==> src/sv/jsu_pkg.sv <==
// Shared types, codes and helper functions for the JSON string unescaper.
// Used by jsu_decode, jsu_out and json_string_unescape_utf8; no dependencies.
package jsu_pkg;

	// decoder phases
	localparam logic [2:0] PH_NORMAL  = 3'd0;
	localparam logic [2:0] PH_ESCAPE  = 3'd1;
	localparam logic [2:0] PH_HEX1    = 3'd2;
	localparam logic [2:0] PH_WANT_BS = 3'd3;
	localparam logic [2:0] PH_WANT_U  = 3'd4;
	localparam logic [2:0] PH_HEX2    = 3'd5;

	// result status codes
	localparam logic [2:0] ST_CONT    = 3'd0;
	localparam logic [2:0] ST_DONE    = 3'd1;
	localparam logic [2:0] ST_NOQUOTE = 3'd2;
	localparam logic [2:0] ST_BADHEX  = 3'd3;
	localparam logic [2:0] ST_BADSURR = 3'd4;
	localparam logic [2:0] ST_BADESC  = 3'd5;
	localparam logic [2:0] ST_CTRL    = 3'd6;

	localparam logic [7:0] CH_QUOTE = 8'h22;
	localparam logic [7:0] CH_BSL   = 8'h5C;
	localparam logic [7:0] CH_SPACE = 8'h20;

	localparam logic [15:0] HI_SURR_LO = 16'hD800;
	localparam logic [15:0] HI_SURR_HI = 16'hDBFF;
	localparam logic [15:0] LO_SURR_LO = 16'hDC00;
	localparam logic [15:0] LO_SURR_HI = 16'hDFFF;
	localparam logic [20:0] SUPP_BASE  = 21'h10000;

	typedef struct packed {
		logic       ok;
		logic [3:0] val;
	} hex_t;

	typedef struct packed {
		logic [3:0][7:0] b;
		logic [1:0]      last_idx;
	} utf8_t;

	// One burst of results caused by one input byte.
	typedef struct packed {
		logic            valid;     // at least one result
		logic [3:0][7:0] b;         // b[0] goes out first
		logic [1:0]      last_idx;  // number of results minus one
		logic            bv;
		logic [2:0]      status;
	} burst_t;

	function automatic hex_t hex_decode(input logic [7:0] c);
		hex_t h;
		h = '0;
		if (c inside {[8'h30:8'h39]}) begin
			h.ok  = 1'b1;
			h.val = c[3:0];
		end else if (c inside {[8'h41:8'h46], [8'h61:8'h66]}) begin
			h.ok  = 1'b1;
			h.val = 4'(c[2:0] + 3'd1) + 4'd8;
		end
		return h;
	endfunction

	function automatic utf8_t utf8_encode(input logic [20:0] u);
		utf8_t e;
		e = '0;
		if (u <= 21'h7F) begin
			e.b[0]     = u[7:0];
			e.last_idx = 2'd0;
		end else if (u <= 21'h7FF) begin
			e.b[0]     = {3'b110, u[10:6]};
			e.b[1]     = {2'b10, u[5:0]};
			e.last_idx = 2'd1;
		end else if (u <= 21'hFFFF) begin
			e.b[0]     = {4'b1110, u[15:12]};
			e.b[1]     = {2'b10, u[11:6]};
			e.b[2]     = {2'b10, u[5:0]};
			e.last_idx = 2'd2;
		end else begin
			e.b[0]     = {5'b11110, u[20:18]};
			e.b[1]     = {2'b10, u[17:12]};
			e.b[2]     = {2'b10, u[11:6]};
			e.b[3]     = {2'b10, u[5:0]};
			e.last_idx = 2'd3;
		end
		return e;
	endfunction

endpackage

==> src/sv/jsu_decode.sv <==
// Escape decoder: phase state and the combinational decode of one byte into a burst.
// Depends on jsu_pkg.
module jsu_decode (
	input  logic            clk,
	input  logic            arst_n,
	input  logic [7:0]      text_byte,
	input  logic            starts_string,
	input  logic            take,
	output jsu_pkg::burst_t res
);
	import jsu_pkg::*;

	logic [2:0]  phase_q, phase_e, phase_d;
	logic [1:0]  cnt_q, cnt_e, cnt_d;
	logic [15:0] acc_q, acc_e, acc_d;
	logic [9:0]  hs_q, hs_e, hs_d;
	logic        halted_q, halted_e, halted_d;
	hex_t        hv;
	logic [15:0] acc_new;
	logic [20:0] cp_pair;
	utf8_t       enc_a, enc_p;

	always_comb begin
		phase_e  = starts_string ? PH_NORMAL : phase_q;
		cnt_e    = starts_string ? 2'd0 : cnt_q;
		acc_e    = starts_string ? 16'd0 : acc_q;
		hs_e     = starts_string ? 10'd0 : hs_q;
		halted_e = starts_string ? 1'b0 : halted_q;

		hv      = hex_decode(text_byte);
		acc_new = {acc_e[11:0], hv.val};
		cp_pair = {1'b0, hs_e, acc_new[9:0]} + SUPP_BASE;
		enc_a   = utf8_encode({5'd0, acc_new});
		enc_p   = utf8_encode(cp_pair);

		phase_d  = phase_e;
		cnt_d    = cnt_e;
		acc_d    = acc_e;
		hs_d     = hs_e;
		halted_d = halted_e;
		res      = '0;

		if (!halted_e) begin
			res.valid  = 1'b1;
			res.status = ST_CONT;
			case (phase_e)
				PH_NORMAL: begin
					if (text_byte == CH_QUOTE) begin
						res.status = ST_DONE;
					end else if (text_byte == 8'd0) begin
						res.status = ST_NOQUOTE;
					end else if (text_byte == CH_BSL) begin
						phase_d = PH_ESCAPE;
					end else if (text_byte < CH_SPACE) begin
						res.status = ST_CTRL;
					end else begin
						res.b[0] = text_byte;
						res.bv   = 1'b1;
					end
				end
				PH_ESCAPE: begin
					phase_d = PH_NORMAL;
					res.bv  = 1'b1;
					case (text_byte)
						8'h22: res.b[0] = 8'h22;
						8'h5C: res.b[0] = 8'h5C;
						8'h2F: res.b[0] = 8'h2F;
						8'h62: res.b[0] = 8'h08;
						8'h66: res.b[0] = 8'h0C;
						8'h6E: res.b[0] = 8'h0A;
						8'h72: res.b[0] = 8'h0D;
						8'h74: res.b[0] = 8'h09;
						8'h75: begin
							res.bv  = 1'b0;
							phase_d = PH_HEX1;
							cnt_d   = 2'd0;
							acc_d   = 16'd0;
						end
						default: begin
							res.bv     = 1'b0;
							res.status = ST_BADESC;
						end
					endcase
				end
				PH_HEX1, PH_HEX2: begin
					if (!hv.ok) begin
						res.status = ST_BADHEX;
					end else begin
						acc_d = acc_new;
						if (cnt_e != 2'd3) begin
							cnt_d = cnt_e + 2'd1;
						end else begin
							cnt_d = 2'd0;
							if (phase_e == PH_HEX1) begin
								if (acc_new >= HI_SURR_LO && acc_new <= HI_SURR_HI) begin
									hs_d    = acc_new[9:0];
									acc_d   = 16'd0;
									phase_d = PH_WANT_BS;
								end else begin
									phase_d      = PH_NORMAL;
									res.b        = enc_a.b;
									res.last_idx = enc_a.last_idx;
									res.bv       = 1'b1;
								end
							end else if (acc_new < LO_SURR_LO || acc_new > LO_SURR_HI) begin
								res.status = ST_BADSURR;
							end else begin
								phase_d      = PH_NORMAL;
								res.b        = enc_p.b;
								res.last_idx = enc_p.last_idx;
								res.bv       = 1'b1;
							end
						end
					end
				end
				PH_WANT_BS: begin
					if (text_byte != CH_BSL) begin
						res.status = ST_BADSURR;
					end else begin
						phase_d = PH_WANT_U;
					end
				end
				PH_WANT_U: begin
					if (text_byte != 8'h75) begin
						res.status = ST_BADSURR;
					end else begin
						phase_d = PH_HEX2;
						cnt_d   = 2'd0;
						acc_d   = 16'd0;
					end
				end
				default: begin
					// unused codes fall back to plain text
					phase_d = PH_NORMAL;
				end
			endcase
			if (res.status != ST_CONT) begin
				halted_d = 1'b1;
			end
		end
	end

	always_ff @(posedge clk or negedge arst_n) begin
		if (!arst_n) begin
			phase_q  <= PH_NORMAL;
			cnt_q    <= 2'd0;
			acc_q    <= 16'd0;
			hs_q     <= 10'd0;
			halted_q <= 1'b0;
		end else if (take) begin
			phase_q  <= phase_d;
			cnt_q    <= cnt_d;
			acc_q    <= acc_d;
			hs_q     <= hs_d;
			halted_q <= halted_d;
		end
	end

endmodule

==> src/sv/jsu_out.sv <==
// Result register: holds one burst and sends it out one result per transfer.
// Depends on jsu_pkg.
module jsu_out (
	input  logic            clk,
	input  logic            arst_n,
	input  jsu_pkg::burst_t burst,
	input  logic            load,
	output logic            can_load,
	output logic            m_tvalid,
	input  logic            m_tready,
	output logic [7:0]      m_tdata,   // out_byte
	output logic [3:0]      m_tuser,   // byte_valid, status[2:0]
	output logic            m_tlast    // last_of_run
);
	import jsu_pkg::*;

	burst_t     burst_q;
	logic       full_q;
	logic [1:0] idx_q;
	logic       at_last;

	assign at_last  = (idx_q == burst_q.last_idx);
	assign can_load = !full_q || (m_tready && at_last);
	assign m_tvalid = full_q;
	assign m_tdata  = burst_q.b[idx_q];
	assign m_tuser  = {burst_q.status, burst_q.bv};
	assign m_tlast  = at_last;

	always_ff @(posedge clk or negedge arst_n) begin
		if (!arst_n) begin
			full_q <= 1'b0;
			idx_q  <= 2'd0;
		end else if (load) begin
			full_q <= 1'b1;
			idx_q  <= 2'd0;
		end else if (full_q && m_tready) begin
			if (at_last) begin
				full_q <= 1'b0;
			end else begin
				idx_q <= idx_q + 2'd1;
			end
		end
	end

	always_ff @(posedge clk) begin
		if (load) begin
			burst_q <= burst;
		end
	end

	a_idx_in_burst: assert property (@(posedge clk) disable iff (!arst_n)
		full_q |-> idx_q <= burst_q.last_idx)
		else $error("result index past end of burst");

	a_marker_single: assert property (@(posedge clk) disable iff (!arst_n)
		(full_q && !burst_q.bv) |-> burst_q.last_idx == 2'd0)
		else $error("non-byte result spans several transfers");

	a_status_on_bytes: assert property (@(posedge clk) disable iff (!arst_n)
		(full_q && burst_q.bv) |-> burst_q.status == ST_CONT)
		else $error("decoded byte carries an ending status");

	a_load_when_free: assert property (@(posedge clk) disable iff (!arst_n)
		load |-> can_load)
		else $error("burst loaded over one still in flight");

endmodule

==> src/sv/json_string_unescape_utf8.sv <==
// Top level of the JSON string unescaper: input register, decoder and result register.
// Depends on jsu_pkg, jsu_decode and jsu_out.
//
//  channel | direction | tdata        | tuser                 | tlast
//  s_*     | in        | text_byte    | starts_string         | -
//  m_*     | out       | out_byte     | byte_valid, status    | last_of_run
//
// A byte that decodes to one result (or none) moves through at one byte per cycle unless
// m_tready stalls; a \uXXXX escape that ends in an N-byte UTF-8 sequence holds the result
// register until its N bytes are sent, while one further byte waits in the input register.
// arst_n clears the decoder to plain-text phase and empties both registers. A stalled
// m_tready holds the result and backs up s_tready.
module json_string_unescape_utf8 (
	input  logic       clk,
	input  logic       arst_n,
	input  logic       s_tvalid,
	output logic       s_tready,
	input  logic [7:0] s_tdata,   // text_byte
	input  logic       s_tuser,   // starts_string
	output logic       m_tvalid,
	input  logic       m_tready,
	output logic [7:0] m_tdata,   // out_byte
	output logic [3:0] m_tuser,   // byte_valid, status[2:0]
	output logic       m_tlast    // last_of_run
);
	import jsu_pkg::*;

	logic       valid_s1;
	logic [7:0] byte_s1;
	logic       start_s1;
	burst_t     res;
	logic       can_load;
	logic       advance;

	// a halted byte yields nothing and needs no room downstream
	assign advance  = valid_s1 && (!res.valid || can_load);
	assign s_tready = !valid_s1 || advance;

	always_ff @(posedge clk or negedge arst_n) begin
		if (!arst_n) begin
			valid_s1 <= 1'b0;
		end else if (s_tvalid && s_tready) begin
			valid_s1 <= 1'b1;
		end else if (advance) begin
			valid_s1 <= 1'b0;
		end
	end

	always_ff @(posedge clk) begin
		if (s_tvalid && s_tready) begin
			byte_s1  <= s_tdata;
			start_s1 <= s_tuser;
		end
	end

	jsu_decode u_decode (
		.clk          (clk),
		.arst_n       (arst_n),
		.text_byte    (byte_s1),
		.starts_string(start_s1),
		.take         (advance),
		.res          (res)
	);

	jsu_out u_out (
		.clk      (clk),
		.arst_n   (arst_n),
		.burst    (res),
		.load     (advance && res.valid),
		.can_load (can_load),
		.m_tvalid (m_tvalid),
		.m_tready (m_tready),
		.m_tdata  (m_tdata),
		.m_tuser  (m_tuser),
		.m_tlast  (m_tlast)
	);

endmodule
==> config.mk <==
export PLATFORM = sky130hd
export DESIGN_NAME = json_string_unescape_utf8
export DESIGN_NICKNAME = d
export VERILOG_FILES = /design/src/sv/jsu_pkg.sv /design/src/sv/jsu_decode.sv /design/src/sv/jsu_out.sv /design/src/sv/json_string_unescape_utf8.sv
export SDC_FILE = /design/constraint.sdc
export NUM_CORES = 1
export LEC_CHECK = 0
export ABC_AREA = 1
export ABC_CLOCK_PERIOD_IN_PS = 2900
export BUFFER_PORTS_ARGS = -buffer_cell sky130_fd_sc_hd__buf_2
export CAP_MARGIN = 25
export CORE_MARGIN = 2
export CORE_UTILIZATION = 55
export DETAILED_ROUTE_END_ITERATION = 10
export PLACE_DENSITY = 0.74
export SYNTH_ARGS = -nofsm -noshare
export SYNTH_HDL_FRONTEND = slang
export SYNTH_SLANG_ARGS = --single-unit
==> constraint.sdc <==
create_clock -name clk -period 2.9 [get_ports clk]
set_input_delay 0.145 -clock clk [delete_from_list [all_inputs] [get_ports clk]]
set_output_delay 0.145 -clock clk [all_outputs]
set_load 0.005 [all_outputs]
* After elaboration in Yosys (flattened, before gate mapping)
Index checks and enable logic that the tools add are counted.
** Storage, ports and cells
- Bits in registers :: 83
- Latch bits :: 0
- Memory bits (writable) :: 0
- Memory bits (read-only) :: 0
- Bits of input ports :: 13
- Output and inout port bits :: 15
- Memories :: 0
** Cells by class
- Add/sub/neg operators :: 5
- $mul :: 0
- Div/mod/pow operators :: 0
- Magnitude comparators :: 17
- Equal/unequal tests :: 19
- Shift-type cells :: 0
- Muxes and demuxes :: 93
- Bitwise gates (word level) :: 2
- Reductions and logical operators :: 29
** Operators with widths (number)
- $mux W16 :: 11
- $mux W35 :: 3
- $mux W10 :: 9
- $mux W24 :: 3
- $mux W3 :: 21
- $eq A8 B7 Y1 const B :: 7
- $mux W8 :: 7
- $pmux W7 S8 :: 1
- $pmux W16 S3 :: 1
- $mux W39 :: 1
- $mux W38 :: 1
- $pmux W3 S5 :: 2
- $mux W27 :: 1
- $mux W2 :: 12
- $pmux W8 S3 :: 1
- $add A20 B17 Y21 const B :: 1
- $le A21 B11 Y1 const B :: 1
- $le A21 B16 Y1 const B :: 1
- $le A21 B7 Y1 const B :: 1
- $mux W18 :: 1
- $bmux W8 S2 :: 1
- $eq A8 B6 Y1 const B :: 2
- $ge A16 B16 Y1 const B :: 1
- $ge A8 B7 Y1 const B :: 2
- other kinds (38) :: 73

* Longest topological paths before layout
- Depth in word-level cells :: 23
- Gate-level depth with buffers :: 22
- Depth with buffers taken out :: 21

* Hierarchy
Synthesis repeated with hierarchy kept, for this count alone.
** Unflattened totals
- Cell total of the unflattened synthesis :: 815
- Area, all modules :: 5856.9 sq um
** Modules (own cells, without submodules)
- jsu_decode :: times used 1, cells each 679, area each 3923.8 sq um
- jsu_out :: times used 1, cells each 117, area each 1592.8 sq um
- json_string_unescape_utf8 :: times used 1, cells each 19, area each 340.3 sq um

* Least setup slack after synthesis
OpenSTA, ideal clock, no wires.
- Path kind :: flip-flop to flip-flop
- Start :: register start_s1
- End :: register u_out.burst_q[7] in the netlist's numbering (data pin)
- Setup time :: 0.270 ns
- Arrival time :: 2.412 ns
- Setup slack :: 0.218 ns
- Cell stages (with the launch flop) :: 21
- Period minus slack after synthesis :: 2.682 ns
- Cells stage by stage :: edfxtp_1 buf_6 buf_6 nor2_1 ha_1 nand3_1 nand2_1 nand2_1 nor2_2 nand2_1 nor3_1 nand3_1 nand2_2 buf_6 nand2_1 nand2_1 nor2_1 nor2_1 nand2_1 nand2_1 a21oi_1
** On the way
- Cells in the longest elaborated chain, start to end :: 11
- Elaborated cells on any way between the ends :: 34
- Those cells by class :: add/sub (1); order compare (9); eq/ne (4); mux (16); reduce/logical (4)
** Ends and longest elaborated chain
- start: declaration :: line json_string_unescape_utf8.sv:30 : logic start_s1;
- start signal: assignment :: line json_string_unescape_utf8.sv:52 : start_s1 <= s_tuser;
- $mux W16 / $mux W10 (equally long branches) :: line jsu_decode.sv:26, jsu_decode.sv:27
- $add A20 B17 Y21 :: line jsu_decode.sv:32 : cp_pair = {1'b0, hs_e, acc_new[9:0]} + SUPP_BASE;
- $le A21 B16 Y1 :: line jsu_pkg.sv:74 : end else if (u <= 21'hFFFF) begin
- $mux W24 :: line jsu_pkg.sv:74
- $mux W18 :: line jsu_pkg.sv:70 : end else if (u <= 21'h7FF) begin
- $mux W10 :: line jsu_pkg.sv:67 : if (u <= 21'h7F) begin
- $mux W35 :: line jsu_decode.sv:105 : end else if (acc_new < LO_SURR_LO || acc_new > LO_SURR_HI) begin
- $mux W35 :: line jsu_decode.sv:94 : if (phase_e == PH_HEX1) begin
- $mux W38 :: line jsu_decode.sv:90 : if (cnt_e != 2'd3) begin
- $mux W35 :: line jsu_decode.sv:86 : if (!hv.ok) begin
- $pmux W8 S3 :: line jsu_decode.sv:46 : case (phase_e)
- end signal: assignment :: line jsu_out.sv:47 : burst_q <= burst;
- end: declaration :: line jsu_out.sv:17 : burst_t burst_q;
Several ways; a longest one is shown, not always the timed one.
A chain may end at the register's enable or synchronous reset.

* Worst setup path in the final report
- Start :: register byte_s1[0]
- End :: register u_out.burst_q[18] in the netlist's numbering (data pin)
** On the way
- Cells in the longest elaborated chain, start to end :: 12
- Elaborated cells on any way between the ends :: 36
- Those cells by class :: add/sub (3); order compare (15); mux (10); bitwise (1); reduce/logical (7)
** Ends and longest elaborated chain
- start: declaration :: line json_string_unescape_utf8.sv:29 : logic [7:0] byte_s1;
- start signal: assignment :: line json_string_unescape_utf8.sv:51 : byte_s1 <= s_tdata;
- branches (longest 4 deep; another with $add A3 B1 Y4)
- $mux W5 * :: line jsu_pkg.sv:54 : if (c inside {[8'h30:8'h39]}) begin
- $add A20 B17 Y21 :: line jsu_decode.sv:32
- $le A21 B16 Y1 :: line jsu_pkg.sv:74
- $mux W24 :: line jsu_pkg.sv:74
- $mux W18 :: line jsu_pkg.sv:70
- $mux W24 :: line jsu_pkg.sv:67
- $mux W35 :: line jsu_decode.sv:105
- $mux W35 :: line jsu_decode.sv:94
Every way passes the cells marked *.

==> flow_metrics.tcl <==
set metrics [dict create \
    power.switching_w 0.00233 \
    synth_compound_area_frac 0.168 \
    io_buffers 27 \
    worst_path_most_repeated_cell "buf_4" \
    ys_seq_area_frac 0.381 \
    drive_gt1_frac 0.212 \
    cts_made_buffers 9 \
    p_clk_frac 0.163 \
    final_util 0.660 \
    start_util 0.564 \
    hold_path.class "input port to flop" \
    netlist-cell-type-count 45 \
    wl_per_cell_um 18.3 \
    synth_area_leaders "edfxtp_1 24%, dfrtp_1 15%, nand2_1 9.0%, nor2_1 6.7%, inv_1 6.4%" \
    fmaxAchievable_ghz 0.351 \
    vias 5566 \
    antenna_found_initial 0 \
    synth-xor-area-share 0.00797 \
    grt_pass1_wl_um 27900 \
    synth_top_area_cell "edfxtp_1" \
    syn_to_final_growth_pct 16.9 \
    rsz0062_at_grt "true" \
    grt_max_degree 39 \
    clock_sinks 75 \
    cts_tree "built" \
    status "finished, final reports clean" \
    yosys.area_share.simple 0.320 \
    gr-usage-all-layers 0.330 \
    die_h_um 104 \
    max_stage_delay_ns 0.43 \
    drt_iter0_markers 496 \
    insertion_delay_ns 0.35 \
    power_density_mw_per_mm2 792 \
    arrival_ns 2.96 \
    report.final.setup_viol 0 \
    synth_area_per_cell_um2 7.36 \
    synth_ff_type "edfxtp_1" \
    worst-setup-path-type "flop to flop" \
    holdWs_ns 0.205 \
    crit_fanout 4 \
    h-tree-depth 3 \
    seq_power_share 0.346 \
    fin_skew_ns 0.0101 \
    drcViolationCount 0 \
    std_cell_rows 36 \
    slew_violations 0 \
    ir_drop_v 0.000734 \
    yosysTopAreaCellShare 0.235 \
    setup_ws_ns 0.0525 \
    total_power_w 0.00508 \
    max_cap_violations 0 \
    core_mm2 0.00973 \
    antenna_left 0 \
    yosysWarnings 0 \
    p_leak_nw 2.79 \
    synth_top_family_by_area "simple AND/OR/NAND/NOR gates" \
    hold_viol 0 \
    design.die.area_mm2 0.0108 \
    crit_path_end_kind "flop" \
    max_slew_margin 0.462 \
    dp_hpwl_um 13400 \
    synthAdderAreaFrac 0.0159 \
    synth.most_common_cell "nand2_1" \
    critical_path.cell_chain "buf_4 > buf_4 > ha_1 > xnor2_1 > nor2_4 > buf_4 > buf_4 > nand4_1 > a21oi_2 > inv_1 > nand2_1 > o22ai_1 > o21ai_0 > inv_1" \
    synthMuxAreaShare 0 \
    timing.final.crit_period_ns 2.85 \
    synth_area_mm2 0.00549 \
    die_x_um 104 \
    syn_nets 766 \
    clk_pin_slew_worst_paths_ns 0.09 \
    grt_pass1_vias 5303 \
    p_sw_frac 0.458 \
    io_pins 28 \
    yosys-top-cells-count "131 x nand2_1, 98 x nor2_1, 94 x inv_1" \
    cts_root_buffer "clkbuf_8" \
    period_share 0.982 \
    intPower_w 0.00275 \
    first_pass_iters 6 \
    drt-total-wl_um 17600 \
    pre_cts_slack_ns -0.0181 \
    layout.nets 841 \
    grt-ovfl-total 0 \
    combPwrFrac 0.491 \
    syn_inst 746 \
    crit_required_ns 3.01 \
    worstMarginPinSlew_ns 0.807 \
    max-clock-path-buffers 2 \
    antenna_cells 0 \
    cp_slowest_cell "edfxtp_1" \
    synth_edf_count 43 \
    async_reset_ff_frac 0.427 \
    ys_ff_latch 75 \
    crit_path_start_kind "flop" \
    place.gp.congestion 1.00 \
    routed_via_density 5.80 \
]
## registers in the layout, indices dropped and copies added, names as in the netlist
register and count:
u_decode.hs_q 10, valid_s1 1, u_out.burst_q 30, u_decode.acc_q 12, u_out.m_tuser 4, u_decode.halted_q 1, u_out.idx_q 2, u_decode.cnt_q 2
u_out.m_tvalid 1, start_s1 1, byte_s1 8, u_decode.phase_q 3
## worst paths after layout
| check | start | endpoint | slack [ns] | cells after the start |
|---|---|---|---|---|
| max | byte_s1[0] | u_out.burst_q[18] | 0.05 | 14 |
| min | m_tready | u_out.m_tvalid | 0.20 | 4 |
| max reg2reg | byte_s1[0] | u_out.burst_q[18] | 0.05 | 14 |
| min reg2reg | u_decode.acc_q[4] | u_decode.acc_q[4] | 0.52 | 2 |
| max in group asynchronous | arst_n | u_out.idx_q[1] | 1.98 | 2 |
| min in group asynchronous | arst_n | u_decode.phase_q[1] | 0.41 | 2 |
## worst max-delay path, delay by kind of cell (launching register included)
family                     cells  cell delay, ns
buffers and inverters          6            0.72
AOI/OAI and AO/OA              3            0.57
and+or+nand+nor                3            0.46
DFF                            1            0.43
adders and majority gates      1            0.25
xor gates and xnor gates       1            0.18
## placed cells by master, fill, tap and decap left out, types with 3 or more instances in the layout
cell	instances
dfrtp_1	32
o21ai_0	70
o21ai_1	4
a21oi_1	36
xnor2_1	3
a31oi_1	9
edfxtp_1	43
dlygate4sd3_1	11
nor2_2	12
nand2_1	130
a22oi_1	4
buf_4	45
nand2_4	8
nand4_1	16
inv_1	93
clkinv_2	3
nor2_1	95
ha_1	6
nor3_1	17
inv_2	22
o22ai_1	19
nor2_8	4
nand2_2	10
nor4_1	3
nor3_2	3
nand3_1	40
o211ai_1	6
buf_2	27
buf_12	3
nand3_2	3
nor2_4	11
clkbuf_8	9
## routing by layer
metal,GRT usage,wire (um)
met1,0.458,7570
met2,0.519,8060
met3,0.0708,1540
met4,0.104,420
met5,0,0
## timing repair
action | 4_1_cts | 5_1_grt
pin swaps | 0 | 6
resized for setup | 1 | 16
hold endpoints to repair | 42 | 0
hold buffers | 11 | 0
setup endpoints to repair | 2 | 28
buffers inserted | 0 | 6
## cell families after synthesis
kind of cell / count (synthesis)
xor+xnor: 5
compound gates: 162
simple gates: 357
buf+inv: 140
flops: 75
fa+ha+maj: 7
## power by group through the flow
stage          registers (W)  logic, W  clock network (W)
2_1_floorplan        0.00169   0.00160                  0
3_3_place_gp         0.00176   0.00235                  0
3_5_place_dp         0.00177   0.00237                  0
4_1_cts              0.00175   0.00239           0.000839
5_1_grt              0.00179   0.00274           0.000883
6_report             0.00176   0.00250           0.000829
## area by class of cell
class	count	area [um2]
tap	133	166
inverter	118	447
clock inverter	6	65.1
fill	851	3310
sequential	75	2090
timing repair buffer	86	643
clock buffer	10	128
multi-input combinational	531	2880
## metrics by stage
stage / instances / instance area, um2 / setup TNS (ns)
6_report: 959 / 6420 / 0
5_1_grt: 959 / 6420 / -0.285
4_1_cts: 953 / 6310 / 0
3_5_place_dp: 926 / 6000 / -0.0237
3_3_place_gp: 926 / 6000 / -0.107
2_1_floorplan: 746 / 5490 / 0
Note: power is estimated with default switching activity, not from simulation.
